==> src/rtl/ddpw_pkg.sv <==
// shared types, register codes and saturation helpers for the wheel velocity controller
package ddpw_pkg;

    localparam int CfgIdxW  = 3;
    localparam int CfgDataW = 16;
    localparam int MacAW    = 32;
    localparam int MacBW    = 16;
    localparam int MacAccW  = 50;
    localparam int MacCntW  = $clog2(MacBW);

    localparam logic OP_CMD  = 1'b0;
    localparam logic OP_TICK = 1'b1;

    localparam int FLAG_WATCHDOG    = 0;
    localparam int FLAG_OVERCURRENT = 1;
    localparam int FLAG_STALL       = 2;

    localparam logic [15:0] RST_GAIN_P     = 16'd3277;
    localparam logic [15:0] RST_GAIN_I     = 16'd205;
    localparam logic [15:0] RST_GAIN_D     = 16'd41;
    localparam logic [15:0] RST_WD_LIMIT   = 16'd200;
    localparam logic [15:0] RST_OC_LIMIT   = 16'd7680;
    localparam logic [14:0] RST_STALL      = 15'd13;
    localparam logic [15:0] RST_INV_RADIUS = 16'd1707;
    localparam logic [15:0] RST_HALF_SEP   = 16'd1229;

    typedef enum logic [CfgIdxW-1:0] {
        REG_GAIN_P,
        REG_GAIN_I,
        REG_GAIN_D,
        REG_WD_LIMIT,
        REG_OC_LIMIT,
        REG_STALL_SPEED,
        REG_INV_RADIUS,
        REG_HALF_SEP
    } cfg_idx_t;

    typedef struct packed {
        logic [15:0] gain_p;
        logic [15:0] gain_i;
        logic [15:0] gain_d;
        logic [15:0] wd_limit;
        logic [15:0] oc_limit;
        logic [14:0] stall_speed;
        logic [15:0] inv_radius;
        logic [15:0] half_sep;
    } cfg_t;

    typedef enum logic [2:0] {
        ST_IDLE,
        ST_TERM,
        ST_SPL,
        ST_SPR,
        ST_ERR,
        ST_PIDL,
        ST_PIDR,
        ST_OUT
    } state_t;

    typedef enum logic [1:0] {
        TERM_P,
        TERM_I,
        TERM_D
    } pid_term_t;

    function automatic logic signed [15:0] sat16(input logic signed [37:0] v);
        logic signed [15:0] r;
        if (v > 38'sd32767) begin
            r = 16'sh7fff;
        end else if (v < -38'sd32768) begin
            r = 16'sh8000;
        end else begin
            r = v[15:0];
        end
        return r;
    endfunction

    function automatic logic signed [31:0] sat32(input logic signed [37:0] v);
        logic signed [31:0] r;
        if (v > 38'sd2147483647) begin
            r = 32'sh7fffffff;
        end else if (v < -38'sd2147483648) begin
            r = 32'sh80000000;
        end else begin
            r = v[31:0];
        end
        return r;
    endfunction

    function automatic logic signed [31:0] sat33to32(input logic signed [32:0] v);
        logic signed [31:0] r;
        if (v[32] != v[31]) begin
            r = v[32] ? 32'sh80000000 : 32'sh7fffffff;
        end else begin
            r = v[31:0];
        end
        return r;
    endfunction

endpackage

==> src/rtl/ddpw_cfg.sv <==
// configuration register bank with reset defaults
module ddpw_cfg (
    input  logic                           aclk,
    input  logic                           aresetn,
    input  logic                           cfg_we,
    input  logic [ddpw_pkg::CfgIdxW-1:0]   cfg_index,
    input  logic [ddpw_pkg::CfgDataW-1:0]  cfg_wdata,
    output ddpw_pkg::cfg_t                 cfg
);

    ddpw_pkg::cfg_t cfg_reg;
    ddpw_pkg::cfg_t cfg_next;

    always_comb begin
        cfg_next = cfg_reg;
        if (cfg_we) begin
            case (cfg_index)
                ddpw_pkg::REG_GAIN_P:      cfg_next.gain_p      = cfg_wdata;
                ddpw_pkg::REG_GAIN_I:      cfg_next.gain_i      = cfg_wdata;
                ddpw_pkg::REG_GAIN_D:      cfg_next.gain_d      = cfg_wdata;
                ddpw_pkg::REG_WD_LIMIT:    cfg_next.wd_limit    = cfg_wdata;
                ddpw_pkg::REG_OC_LIMIT:    cfg_next.oc_limit    = cfg_wdata;
                ddpw_pkg::REG_STALL_SPEED: cfg_next.stall_speed = cfg_wdata[14:0];
                ddpw_pkg::REG_INV_RADIUS:  cfg_next.inv_radius  = cfg_wdata;
                ddpw_pkg::REG_HALF_SEP:    cfg_next.half_sep    = cfg_wdata;
                default: ;
            endcase
        end
    end

    always_ff @(posedge aclk) begin
        if (!aresetn) begin
            cfg_reg.gain_p      <= ddpw_pkg::RST_GAIN_P;
            cfg_reg.gain_i      <= ddpw_pkg::RST_GAIN_I;
            cfg_reg.gain_d      <= ddpw_pkg::RST_GAIN_D;
            cfg_reg.wd_limit    <= ddpw_pkg::RST_WD_LIMIT;
            cfg_reg.oc_limit    <= ddpw_pkg::RST_OC_LIMIT;
            cfg_reg.stall_speed <= ddpw_pkg::RST_STALL;
            cfg_reg.inv_radius  <= ddpw_pkg::RST_INV_RADIUS;
            cfg_reg.half_sep    <= ddpw_pkg::RST_HALF_SEP;
        end else begin
            cfg_reg <= cfg_next;
        end
    end

    assign cfg = cfg_reg;

endmodule

==> src/rtl/ddpw_mac.sv <==
// bit-serial multiply-accumulate unit, one multiplier bit per cycle
module ddpw_mac (
    input  logic                                  aclk,
    input  logic                                  aresetn,
    input  logic                                  start,
    input  logic                                  clear,
    input  logic signed [ddpw_pkg::MacAW-1:0]     a,
    input  logic        [ddpw_pkg::MacBW-1:0]     b,
    output logic                                  busy,
    output logic                                  done,
    output logic signed [ddpw_pkg::MacAccW-1:0]   acc
);

    logic                                busy_reg, busy_next;
    logic                                done_reg, done_next;
    logic [ddpw_pkg::MacCntW-1:0]        cnt_reg, cnt_next;
    logic signed [ddpw_pkg::MacAccW-1:0] a_sh_reg, a_sh_next;
    logic [ddpw_pkg::MacBW-1:0]          b_sh_reg, b_sh_next;
    logic signed [ddpw_pkg::MacAccW-1:0] acc_reg, acc_next;

    always_comb begin
        busy_next = busy_reg;
        done_next = 1'b0;
        cnt_next  = cnt_reg;
        a_sh_next = a_sh_reg;
        b_sh_next = b_sh_reg;
        acc_next  = acc_reg;
        if (start) begin
            busy_next = 1'b1;
            cnt_next  = ddpw_pkg::MacCntW'(ddpw_pkg::MacBW - 1);
            a_sh_next = {{(ddpw_pkg::MacAccW - ddpw_pkg::MacAW){a[ddpw_pkg::MacAW-1]}}, a};
            b_sh_next = b;
            if (clear) begin
                acc_next = '0;
            end
        end else if (busy_reg) begin
            if (b_sh_reg[0]) begin
                acc_next = acc_reg + a_sh_reg;
            end
            a_sh_next = a_sh_reg <<< 1;
            b_sh_next = b_sh_reg >> 1;
            cnt_next  = cnt_reg - 1'b1;
            if (cnt_reg == '0) begin
                busy_next = 1'b0;
                done_next = 1'b1;
            end
        end
    end

    always_ff @(posedge aclk) begin
        if (!aresetn) begin
            busy_reg <= 1'b0;
            done_reg <= 1'b0;
            cnt_reg  <= '0;
        end else begin
            busy_reg <= busy_next;
            done_reg <= done_next;
            cnt_reg  <= cnt_next;
        end
    end

    always_ff @(posedge aclk) begin
        a_sh_reg <= a_sh_next;
        b_sh_reg <= b_sh_next;
        acc_reg  <= acc_next;
    end

    assign busy = busy_reg;
    assign done = done_reg;
    assign acc  = acc_reg;

`ifndef NO_ASSERTIONS
    a_start_idle: assert property (@(posedge aclk) disable iff (!aresetn)
        start |-> !busy_reg)
        else $error("multiply started while busy");

    a_done_idle: assert property (@(posedge aclk) disable iff (!aresetn)
        done_reg |-> !busy_reg)
        else $error("done raised while still iterating");

    a_run_on: assert property (@(posedge aclk) disable iff (!aresetn)
        (busy_reg && cnt_reg != '0) |=> busy_reg)
        else $error("multiply stopped early");
`endif

endmodule

==> src/rtl/diff_drive_pid_watchdog.sv <==
// top level: command watchdog, wheel setpoints, two pid loops and fault latches
// A command transfer (opcode 0) stores vx and wz and clears the millisecond
// counter in the cycle it is accepted and gives no result. A tick transfer
// (opcode 1) gives one result once the result register is free: the tick
// takes nine products (yaw term, two setpoints, three pid terms per wheel)
// through one shared bit-serial multiply-accumulate unit, each over its 16
// multiplier bits, then updates the errors and loads the output register.
// The next transfer is taken once the result is in the output register,
// which holds it until the downstream side takes it; no new transfer is
// accepted while the block is still working on an earlier tick.
// Efforts are signed Q24.8, saturated to 32 bits; fault bits stay set until
// reset, except the watchdog bit, which follows the counter on every tick.
module diff_drive_pid_watchdog (
    input  logic                          aclk,
    input  logic                          aresetn,
    input  logic                          s_valid,
    output logic                          s_ready,
    input  logic                          s_opcode,
    input  logic signed [15:0]            s_cmd_vx,
    input  logic signed [15:0]            s_cmd_wz,
    input  logic signed [15:0]            s_left_speed,
    input  logic signed [15:0]            s_right_speed,
    input  logic        [15:0]            s_bus_current,
    output logic                          m_valid,
    input  logic                          m_ready,
    output logic signed [31:0]            m_left_effort,
    output logic signed [31:0]            m_right_effort,
    output logic        [2:0]             m_fault_flags,
    input  logic                          cfg_we,
    input  logic [ddpw_pkg::CfgIdxW-1:0]  cfg_index,
    input  logic [ddpw_pkg::CfgDataW-1:0] cfg_wdata
);

    ddpw_pkg::cfg_t cfg;

    ddpw_pkg::state_t    state_reg, state_next;
    ddpw_pkg::pid_term_t idx_reg, idx_next;
    logic                issued_reg, issued_next;

    logic signed [15:0] held_vx_reg, held_vx_next;
    logic signed [15:0] held_wz_reg, held_wz_next;
    logic [15:0]        ms_reg, ms_next;
    logic [2:0]         fault_reg, fault_next;
    logic signed [31:0] integ_reg [0:1];
    logic signed [31:0] integ_next [0:1];
    logic signed [16:0] prev_reg [0:1];
    logic signed [16:0] prev_next [0:1];

    logic signed [15:0] vx_reg, vx_next;
    logic signed [15:0] wz_reg, wz_next;
    logic signed [15:0] spd_reg [0:1];
    logic signed [15:0] spd_next [0:1];
    logic [15:0]        cur_reg, cur_next;
    logic signed [20:0] term_reg, term_next;
    logic signed [15:0] sp_reg [0:1];
    logic signed [15:0] sp_next [0:1];
    logic signed [16:0] err_reg [0:1];
    logic signed [16:0] err_next [0:1];
    logic signed [17:0] deriv_reg [0:1];
    logic signed [17:0] deriv_next [0:1];
    logic signed [31:0] eff_reg [0:1];
    logic signed [31:0] eff_next [0:1];

    logic               m_valid_reg, m_valid_next;
    logic signed [31:0] m_left_reg, m_left_next;
    logic signed [31:0] m_right_reg, m_right_next;
    logic [2:0]         m_flags_reg, m_flags_next;

    logic                                 mac_start;
    logic                                 mac_clear;
    logic signed [ddpw_pkg::MacAW-1:0]    mac_a;
    logic        [ddpw_pkg::MacBW-1:0]    mac_b;
    logic                                 mac_busy;
    logic                                 mac_done;
    logic signed [ddpw_pkg::MacAccW-1:0]  mac_acc;

    logic [15:0]        ms_inc;
    logic               wd_trip;
    logic signed [21:0] diff_l;
    logic signed [21:0] diff_r;
    logic               side;
    logic signed [15:0] sp_g [0:1];
    logic signed [16:0] err_w [0:1];
    logic signed [32:0] integ_sum [0:1];
    logic signed [17:0] deriv_w [0:1];
    logic signed [15:0] stall_lim;
    logic               stall_hit;
    logic               oc_hit;

    ddpw_cfg u_cfg (
        .aclk      (aclk),
        .aresetn   (aresetn),
        .cfg_we    (cfg_we),
        .cfg_index (cfg_index),
        .cfg_wdata (cfg_wdata),
        .cfg       (cfg)
    );

    ddpw_mac u_mac (
        .aclk    (aclk),
        .aresetn (aresetn),
        .start   (mac_start),
        .clear   (mac_clear),
        .a       (mac_a),
        .b       (mac_b),
        .busy    (mac_busy),
        .done    (mac_done),
        .acc     (mac_acc)
    );

    // per-tick datapath
    always_comb begin
        ms_inc    = (ms_reg == 16'hffff) ? ms_reg : ms_reg + 16'd1;
        wd_trip   = ms_inc > cfg.wd_limit;
        diff_l    = {{6{vx_reg[15]}}, vx_reg} - {term_reg[20], term_reg};
        diff_r    = {{6{vx_reg[15]}}, vx_reg} + {term_reg[20], term_reg};
        side      = (state_reg == ddpw_pkg::ST_PIDR);
        stall_lim = $signed({1'b0, cfg.stall_speed});
        for (int i = 0; i < 2; i++) begin
            sp_g[i]      = (fault_reg != 3'd0) ? 16'sd0 : sp_reg[i];
            err_w[i]     = {sp_g[i][15], sp_g[i]} - {spd_reg[i][15], spd_reg[i]};
            integ_sum[i] = {integ_reg[i][31], integ_reg[i]}
                         + {{16{err_w[i][16]}}, err_w[i]};
            deriv_w[i]   = {err_w[i][16], err_w[i]} - {prev_reg[i][16], prev_reg[i]};
        end
        stall_hit = ((sp_g[0] != 16'sd0) || (sp_g[1] != 16'sd0))
                  && (spd_reg[0] < stall_lim) && (spd_reg[1] < stall_lim);
        oc_hit    = cur_reg > cfg.oc_limit;
    end

    // multiplier operand selection
    always_comb begin
        mac_a     = '0;
        mac_b     = '0;
        mac_clear = 1'b1;
        case (state_reg)
            ddpw_pkg::ST_TERM: begin
                mac_a = {{16{wz_reg[15]}}, wz_reg};
                mac_b = cfg.half_sep;
            end
            ddpw_pkg::ST_SPL: begin
                mac_a = {{10{diff_l[21]}}, diff_l};
                mac_b = cfg.inv_radius;
            end
            ddpw_pkg::ST_SPR: begin
                mac_a = {{10{diff_r[21]}}, diff_r};
                mac_b = cfg.inv_radius;
            end
            ddpw_pkg::ST_PIDL, ddpw_pkg::ST_PIDR: begin
                case (idx_reg)
                    ddpw_pkg::TERM_I: begin
                        mac_a     = integ_reg[side];
                        mac_b     = cfg.gain_i;
                        mac_clear = 1'b0;
                    end
                    ddpw_pkg::TERM_D: begin
                        mac_a     = {{14{deriv_reg[side][17]}}, deriv_reg[side]};
                        mac_b     = cfg.gain_d;
                        mac_clear = 1'b0;
                    end
                    default: begin
                        mac_a = {{15{err_reg[side][16]}}, err_reg[side]};
                        mac_b = cfg.gain_p;
                    end
                endcase
            end
            default: ;
        endcase
    end

    // sequencer
    always_comb begin
        state_next   = state_reg;
        idx_next     = idx_reg;
        issued_next  = issued_reg;
        held_vx_next = held_vx_reg;
        held_wz_next = held_wz_reg;
        ms_next      = ms_reg;
        fault_next   = fault_reg;
        integ_next   = integ_reg;
        prev_next    = prev_reg;
        vx_next      = vx_reg;
        wz_next      = wz_reg;
        spd_next     = spd_reg;
        cur_next     = cur_reg;
        term_next    = term_reg;
        sp_next      = sp_reg;
        err_next     = err_reg;
        deriv_next   = deriv_reg;
        eff_next     = eff_reg;
        m_valid_next = m_valid_reg && !m_ready;
        m_left_next  = m_left_reg;
        m_right_next = m_right_reg;
        m_flags_next = m_flags_reg;
        mac_start    = 1'b0;
        s_ready      = (state_reg == ddpw_pkg::ST_IDLE);

        case (state_reg)
            ddpw_pkg::ST_IDLE: begin
                if (s_valid) begin
                    if (s_opcode == ddpw_pkg::OP_CMD) begin
                        held_vx_next = s_cmd_vx;
                        held_wz_next = s_cmd_wz;
                        ms_next      = '0;
                    end else begin
                        ms_next = ms_inc;
                        fault_next[ddpw_pkg::FLAG_WATCHDOG] = wd_trip;
                        vx_next     = wd_trip ? 16'sd0 : held_vx_reg;
                        wz_next     = wd_trip ? 16'sd0 : held_wz_reg;
                        spd_next[0] = s_left_speed;
                        spd_next[1] = s_right_speed;
                        cur_next    = s_bus_current;
                        state_next  = ddpw_pkg::ST_TERM;
                    end
                end
            end
            ddpw_pkg::ST_TERM: begin
                if (!issued_reg) begin
                    mac_start   = 1'b1;
                    issued_next = 1'b1;
                end else if (mac_done) begin
                    issued_next = 1'b0;
                    term_next   = mac_acc[32:12];
                    state_next  = ddpw_pkg::ST_SPL;
                end
            end
            ddpw_pkg::ST_SPL: begin
                if (!issued_reg) begin
                    mac_start   = 1'b1;
                    issued_next = 1'b1;
                end else if (mac_done) begin
                    issued_next = 1'b0;
                    sp_next[0]  = ddpw_pkg::sat16(mac_acc[49:12]);
                    state_next  = ddpw_pkg::ST_SPR;
                end
            end
            ddpw_pkg::ST_SPR: begin
                if (!issued_reg) begin
                    mac_start   = 1'b1;
                    issued_next = 1'b1;
                end else if (mac_done) begin
                    issued_next = 1'b0;
                    sp_next[1]  = ddpw_pkg::sat16(mac_acc[49:12]);
                    state_next  = ddpw_pkg::ST_ERR;
                end
            end
            ddpw_pkg::ST_ERR: begin
                for (int i = 0; i < 2; i++) begin
                    err_next[i]   = err_w[i];
                    integ_next[i] = ddpw_pkg::sat33to32(integ_sum[i]);
                    deriv_next[i] = deriv_w[i];
                    prev_next[i]  = err_w[i];
                end
                if (oc_hit) begin
                    fault_next[ddpw_pkg::FLAG_OVERCURRENT] = 1'b1;
                end
                if (stall_hit) begin
                    fault_next[ddpw_pkg::FLAG_STALL] = 1'b1;
                end
                idx_next   = ddpw_pkg::TERM_P;
                state_next = ddpw_pkg::ST_PIDL;
            end
            ddpw_pkg::ST_PIDL, ddpw_pkg::ST_PIDR: begin
                if (!issued_reg) begin
                    mac_start   = 1'b1;
                    issued_next = 1'b1;
                end else if (mac_done) begin
                    issued_next = 1'b0;
                    case (idx_reg)
                        ddpw_pkg::TERM_P: idx_next = ddpw_pkg::TERM_I;
                        ddpw_pkg::TERM_I: idx_next = ddpw_pkg::TERM_D;
                        default: begin
                            idx_next       = ddpw_pkg::TERM_P;
                            eff_next[side] = ddpw_pkg::sat32(mac_acc[49:12]);
                            state_next     = side ? ddpw_pkg::ST_OUT : ddpw_pkg::ST_PIDR;
                        end
                    endcase
                end
            end
            ddpw_pkg::ST_OUT: begin
                if (!m_valid_reg || m_ready) begin
                    m_valid_next = 1'b1;
                    m_left_next  = eff_reg[0];
                    m_right_next = eff_reg[1];
                    m_flags_next = fault_reg;
                    state_next   = ddpw_pkg::ST_IDLE;
                end
            end
            default: state_next = ddpw_pkg::ST_IDLE;
        endcase
    end

    always_ff @(posedge aclk) begin
        if (!aresetn) begin
            state_reg   <= ddpw_pkg::ST_IDLE;
            idx_reg     <= ddpw_pkg::TERM_P;
            issued_reg  <= 1'b0;
            held_vx_reg <= '0;
            held_wz_reg <= '0;
            ms_reg      <= '0;
            fault_reg   <= '0;
            integ_reg   <= '{default: '0};
            prev_reg    <= '{default: '0};
            m_valid_reg <= 1'b0;
        end else begin
            state_reg   <= state_next;
            idx_reg     <= idx_next;
            issued_reg  <= issued_next;
            held_vx_reg <= held_vx_next;
            held_wz_reg <= held_wz_next;
            ms_reg      <= ms_next;
            fault_reg   <= fault_next;
            integ_reg   <= integ_next;
            prev_reg    <= prev_next;
            m_valid_reg <= m_valid_next;
        end
    end

    always_ff @(posedge aclk) begin
        vx_reg      <= vx_next;
        wz_reg      <= wz_next;
        spd_reg     <= spd_next;
        cur_reg     <= cur_next;
        term_reg    <= term_next;
        sp_reg      <= sp_next;
        err_reg     <= err_next;
        deriv_reg   <= deriv_next;
        eff_reg     <= eff_next;
        m_left_reg  <= m_left_next;
        m_right_reg <= m_right_next;
        m_flags_reg <= m_flags_next;
    end

    assign m_valid        = m_valid_reg;
    assign m_left_effort  = m_left_reg;
    assign m_right_effort = m_right_reg;
    assign m_fault_flags  = m_flags_reg;

`ifndef NO_ASSERTIONS
    a_cmd_clears_counter: assert property (@(posedge aclk) disable iff (!aresetn)
        (s_valid && s_ready && s_opcode == ddpw_pkg::OP_CMD) |=> (ms_reg == 16'd0))
        else $error("command transfer did not clear the millisecond counter");

    a_latches_sticky: assert property (@(posedge aclk) disable iff (!aresetn)
        (fault_reg[2:1] != 2'b00) |=>
            ((fault_reg[2:1] & $past(fault_reg[2:1])) == $past(fault_reg[2:1])))
        else $error("over-current or stall latch cleared");

    a_idle_mac_quiet: assert property (@(posedge aclk) disable iff (!aresetn)
        (state_reg == ddpw_pkg::ST_IDLE) |-> (!mac_busy && !mac_start))
        else $error("multiplier active while idle");
`endif

endmodule

==> config.mk <==
export PLATFORM = sky130hd
export DESIGN_NAME = diff_drive_pid_watchdog
export DESIGN_NICKNAME = d
export VERILOG_FILES = /design/src/rtl/ddpw_pkg.sv /design/src/rtl/ddpw_cfg.sv /design/src/rtl/ddpw_mac.sv /design/src/rtl/diff_drive_pid_watchdog.sv
export SDC_FILE = /design/constraint.sdc
export NUM_CORES = 2
export LEC_CHECK = 0
export BUFFER_PORTS_ARGS = -buffer_cell sky130_fd_sc_hd__buf_2
export CAP_MARGIN = 25
export CORE_MARGIN = 2
export CORE_UTILIZATION = 57
export DETAILED_ROUTE_END_ITERATION = 16
export HOLD_SLACK_MARGIN = 0.08
export PLACE_DENSITY_LB_ADDON = 0.1
export RECOVER_POWER = 100
export SETUP_SLACK_MARGIN = 0.15
export SYNTH_ARGS = -nofsm -noshare
export SYNTH_HDL_FRONTEND = slang
export SYNTH_HIERARCHICAL = 1
export SYNTH_SLANG_ARGS = --single-unit
export TNS_END_PERCENT = 30
==> constraint.sdc <==
create_clock -name aclk -period 5.31 [get_ports aclk]
set_input_delay 0.2655 -clock aclk [delete_from_list [all_inputs] [get_ports aclk]]
set_output_delay 0.2655 -clock aclk [all_outputs]
set_load 0.05 [all_outputs]
==> metrics.md <==
| Metric | Value |
|---|---|
| Failing checks | `capacitance limit, slew limit, setup timing` |
| Placer Congestion | `0.964` |
| WL/cell | `22.0 um` |
| Total wire length | `123000 um` |
| FP Rows | `99` |
| Routed Antenna Nets | `0` |
| Synth Area per Inst | `10.1 um2` |
| Die area | `75400 um2` |
| Post-synth EDFFs | `450` |
| Slowest stage delay, CP | `390 ps` |
| Root buffer cell | `clkbuf_16` |
| Worst-margin pin slew | `2450 ps` |
| Hold Fails Final Rpt | `0` |
| DR pass1 iterations | `6` |
| Slowest-stage cell, CP | `a221o_1` |
| I/O pins | `174` |
| Finished Cell Area | `49900 um2` |
| Critical path launch point type | `register` |
| Final clock skew | `32.3 ps` |
| Finish-stage setup viols | `53` |
| Max FFs per register | `127` |
| CP arrival | `5980 ps` |
| Sequential share of the synthesized area | `0.462` |
| Clock Tree Buf Depth | `3` |
| Core area | `72700 um2` |
| Largest net degree at the start of global routing | `131` |
| Clock transition at path regs | `60 ps` |
| First-pass GRT wire length | `184000 um` |
| Initial Utilization | `0.574` |
| CTS buffer count | `80` |
| CTS tree | `done` |
| Post-DP Area | `45000 um2` |
| DR vias/cell | `6.01` |
| Slew HR | `-0.634` |
| HPWL after DPL | `85700 um` |
| Most frequent cells in the layout | `edfxtp_1, nand2_1, a21oi_1` |
| Max-slew violations | `62` |
| Top delay family on crit path | `compound AO/OA/AOI/OAI gates` |
| Worst path bufs/invs | `7` |
| Most common cell on crit path | `buf_6` |
| Worst setup EP type | `register` |
| Main flop type after synthesis | `edfxtp_1` |
| Peak Freq | `183 MHz` |
| Detailed Route Iter0 Violations | `3130` |
| Mapped Nets | `4544` |
| Final Net Count | `4976` |
| Post-Syn Area | `41800 um2` |
| Total global routing overflow | `0` |
| Post-synthesis cell type count | `109` |
| Worst vdd rail ir drop | `0.436 mV` |
| DRC viols | `0` |
| Total track usage | `0.317` |
| Max Cap Viol | `1` |
| Synth-to-layout area growth | `19.5%` |
| FF+latch count, synth | `739` |
| Die Width | `275 um` |
| Htree depth | `3` |
| Power per cell area | `622 nW/um2` |
| Most common cell after layout, fill and taps aside | `edfxtp_1` |
| RSZ-0062 raised after global routing | `yes` |
| Worst hold path type | `in -> reg` |
| Cells after synthesis | `4139` |
| Initial antenna violation count | `4` |
| Async set-reset flop share out of synthesis | `0` |
| Fin crit period | `5460 ps` |
| Vias | `33600` |
| Warnings from Yosys | `6` |
| CP max FO | `7` |
| Port Buffer Count | `173` |
| Static Leak | `20.5 nW` |
| Final worst setup slack | `-150 ps` |
| Post-synth top area cell | `edfxtp_1` |
| Setup TNS | `-3090 ps` |
| CP required | `5830 ps` |
| Clock Sinks | `739` |
| CP Class | `reg -> reg` |
| Final Cycle Share | `1.03` |
| Vias in the first global route | `31800` |
| Clk Latency, worst-skew pair | `660 ps` |
| Share of the synthesized area in the top cell type | `0.324` |
| Outcome | `finished, violations left` |
| Proportion of layout cells with a drive suffix above 1 | `0.185` |
| Leading post-synthesis cells by cell area | `edfxtp_1, dfxtp_1, ha_1, a21oi_1, nand2_1` |
| Die height | `275 um` |
## repair_timing
item	CTS	global route
gates resized for setup	83	80
hold endpoints to repair	152	0
hold buffers	93	0
cloned	3	7
buffers inserted	21	14
pin swaps	66	65
setup endpoints to repair	64	65
## path summary, 6_finish.rpt
check | from | endpoint | slack (ps) | cells after the start
max | fault_reg[1] | integ_reg[18] | -150 | 30
min | cfg_wdata[15] | u_cfg/cfg[78] | 150 | 3
max reg2reg | fault_reg[1] | integ_reg[18] | -150 | 30
min reg2reg | eff_reg[12] | m_right_effort[12] | 410 | 0
## through the flow
step	setup WS (ps)	std cells	power, mW	utilization	hold slack [ps]
floorplan	-476	4139	19.2	-	364
global placement	-223	5303	23.7	0.618	400
detailed placement	-347	5306	23.9	0.619	405
CTS	-110	5569	30.1	0.676	116
global route	-336	5596	32.8	0.687	160
finish	-150	5596	31.0	0.687	153
## metal layers
layer	global-route usage	vias up	share of wire
met2	0.513	1225	0.47
met4	0.0928	4	0.031
met3	0.0439	214	0.066
met5	0	-	0.00018
met1	0.444	16200	0.44
li1	-	16000	-
## logic make-up (layout without fill, tap and decap cells)
family	after synthesis	count (layout)	share of synthesized area
buffers and inverters	440	936	0.0431
xor gates and xnor gates	162	162	0.0342
other	0	2	0
DFF	739	739	0.462
AOI/OAI and AO/OA	1116	1116	0.172
muxes	250	250	0.0630
and+or+nand+nor	1099	1099	0.126
adders and majority gates	333	333	0.0995
## synthesized netlist by cell type, drive strengths merged (8+ instances only)
cell,number
mux2,102
clkbuf,155
a31oi,24
and3,17
nand3,46
o21ai,248
o221ai,13
o41ai,8
nor2,233
fa,9
a221oi,25
o21bai,39
a22oi,41
a211oi,23
o21a,69
or3,21
a21oi,358
o211ai,23
xor2,62
ha,291
o2111ai,8
inv,233
nor4,25
a221o,8
nand2b,24
mux2i,148
and2,44
or2,13
nand2,412
a21boi,10
a222oi,17
xnor2,100
nand4,46
buf,51
o31ai,15
dfxtp,289
nor3,59
nor2b,122
maj3,33
a21o,107
edfxtp,450
## tightest hold or removal path, delay by kind of cell
family / cells / cell delay (ps)
muxes: 1 / 200
and+or+nand+nor: 1 / 230
buffers and inverters: 1 / 70
## power breakdown
| part | switching (mW) | internal [mW] |
|---|---|---|
| registers | 1.10 | 8.19 |
| logic | 9.29 | 6.86 |
| clock network | 2.42 | 3.17 |
| total | 12.8 | 18.2 |
## final cells by class
type,instances,area [um2]
Sequential cell,739,19300
Timing Repair Buffer,557,4420
Antenna cell,2,5.00
Fill cell,5567,22800
Inverter,233,882
Tap cell,959,1200
Clock buffer,107,2180
Clock inverter,39,430
Multi-Input combinational cell,2960,21500
Note: power is estimated with default switching activity, not from simulation.
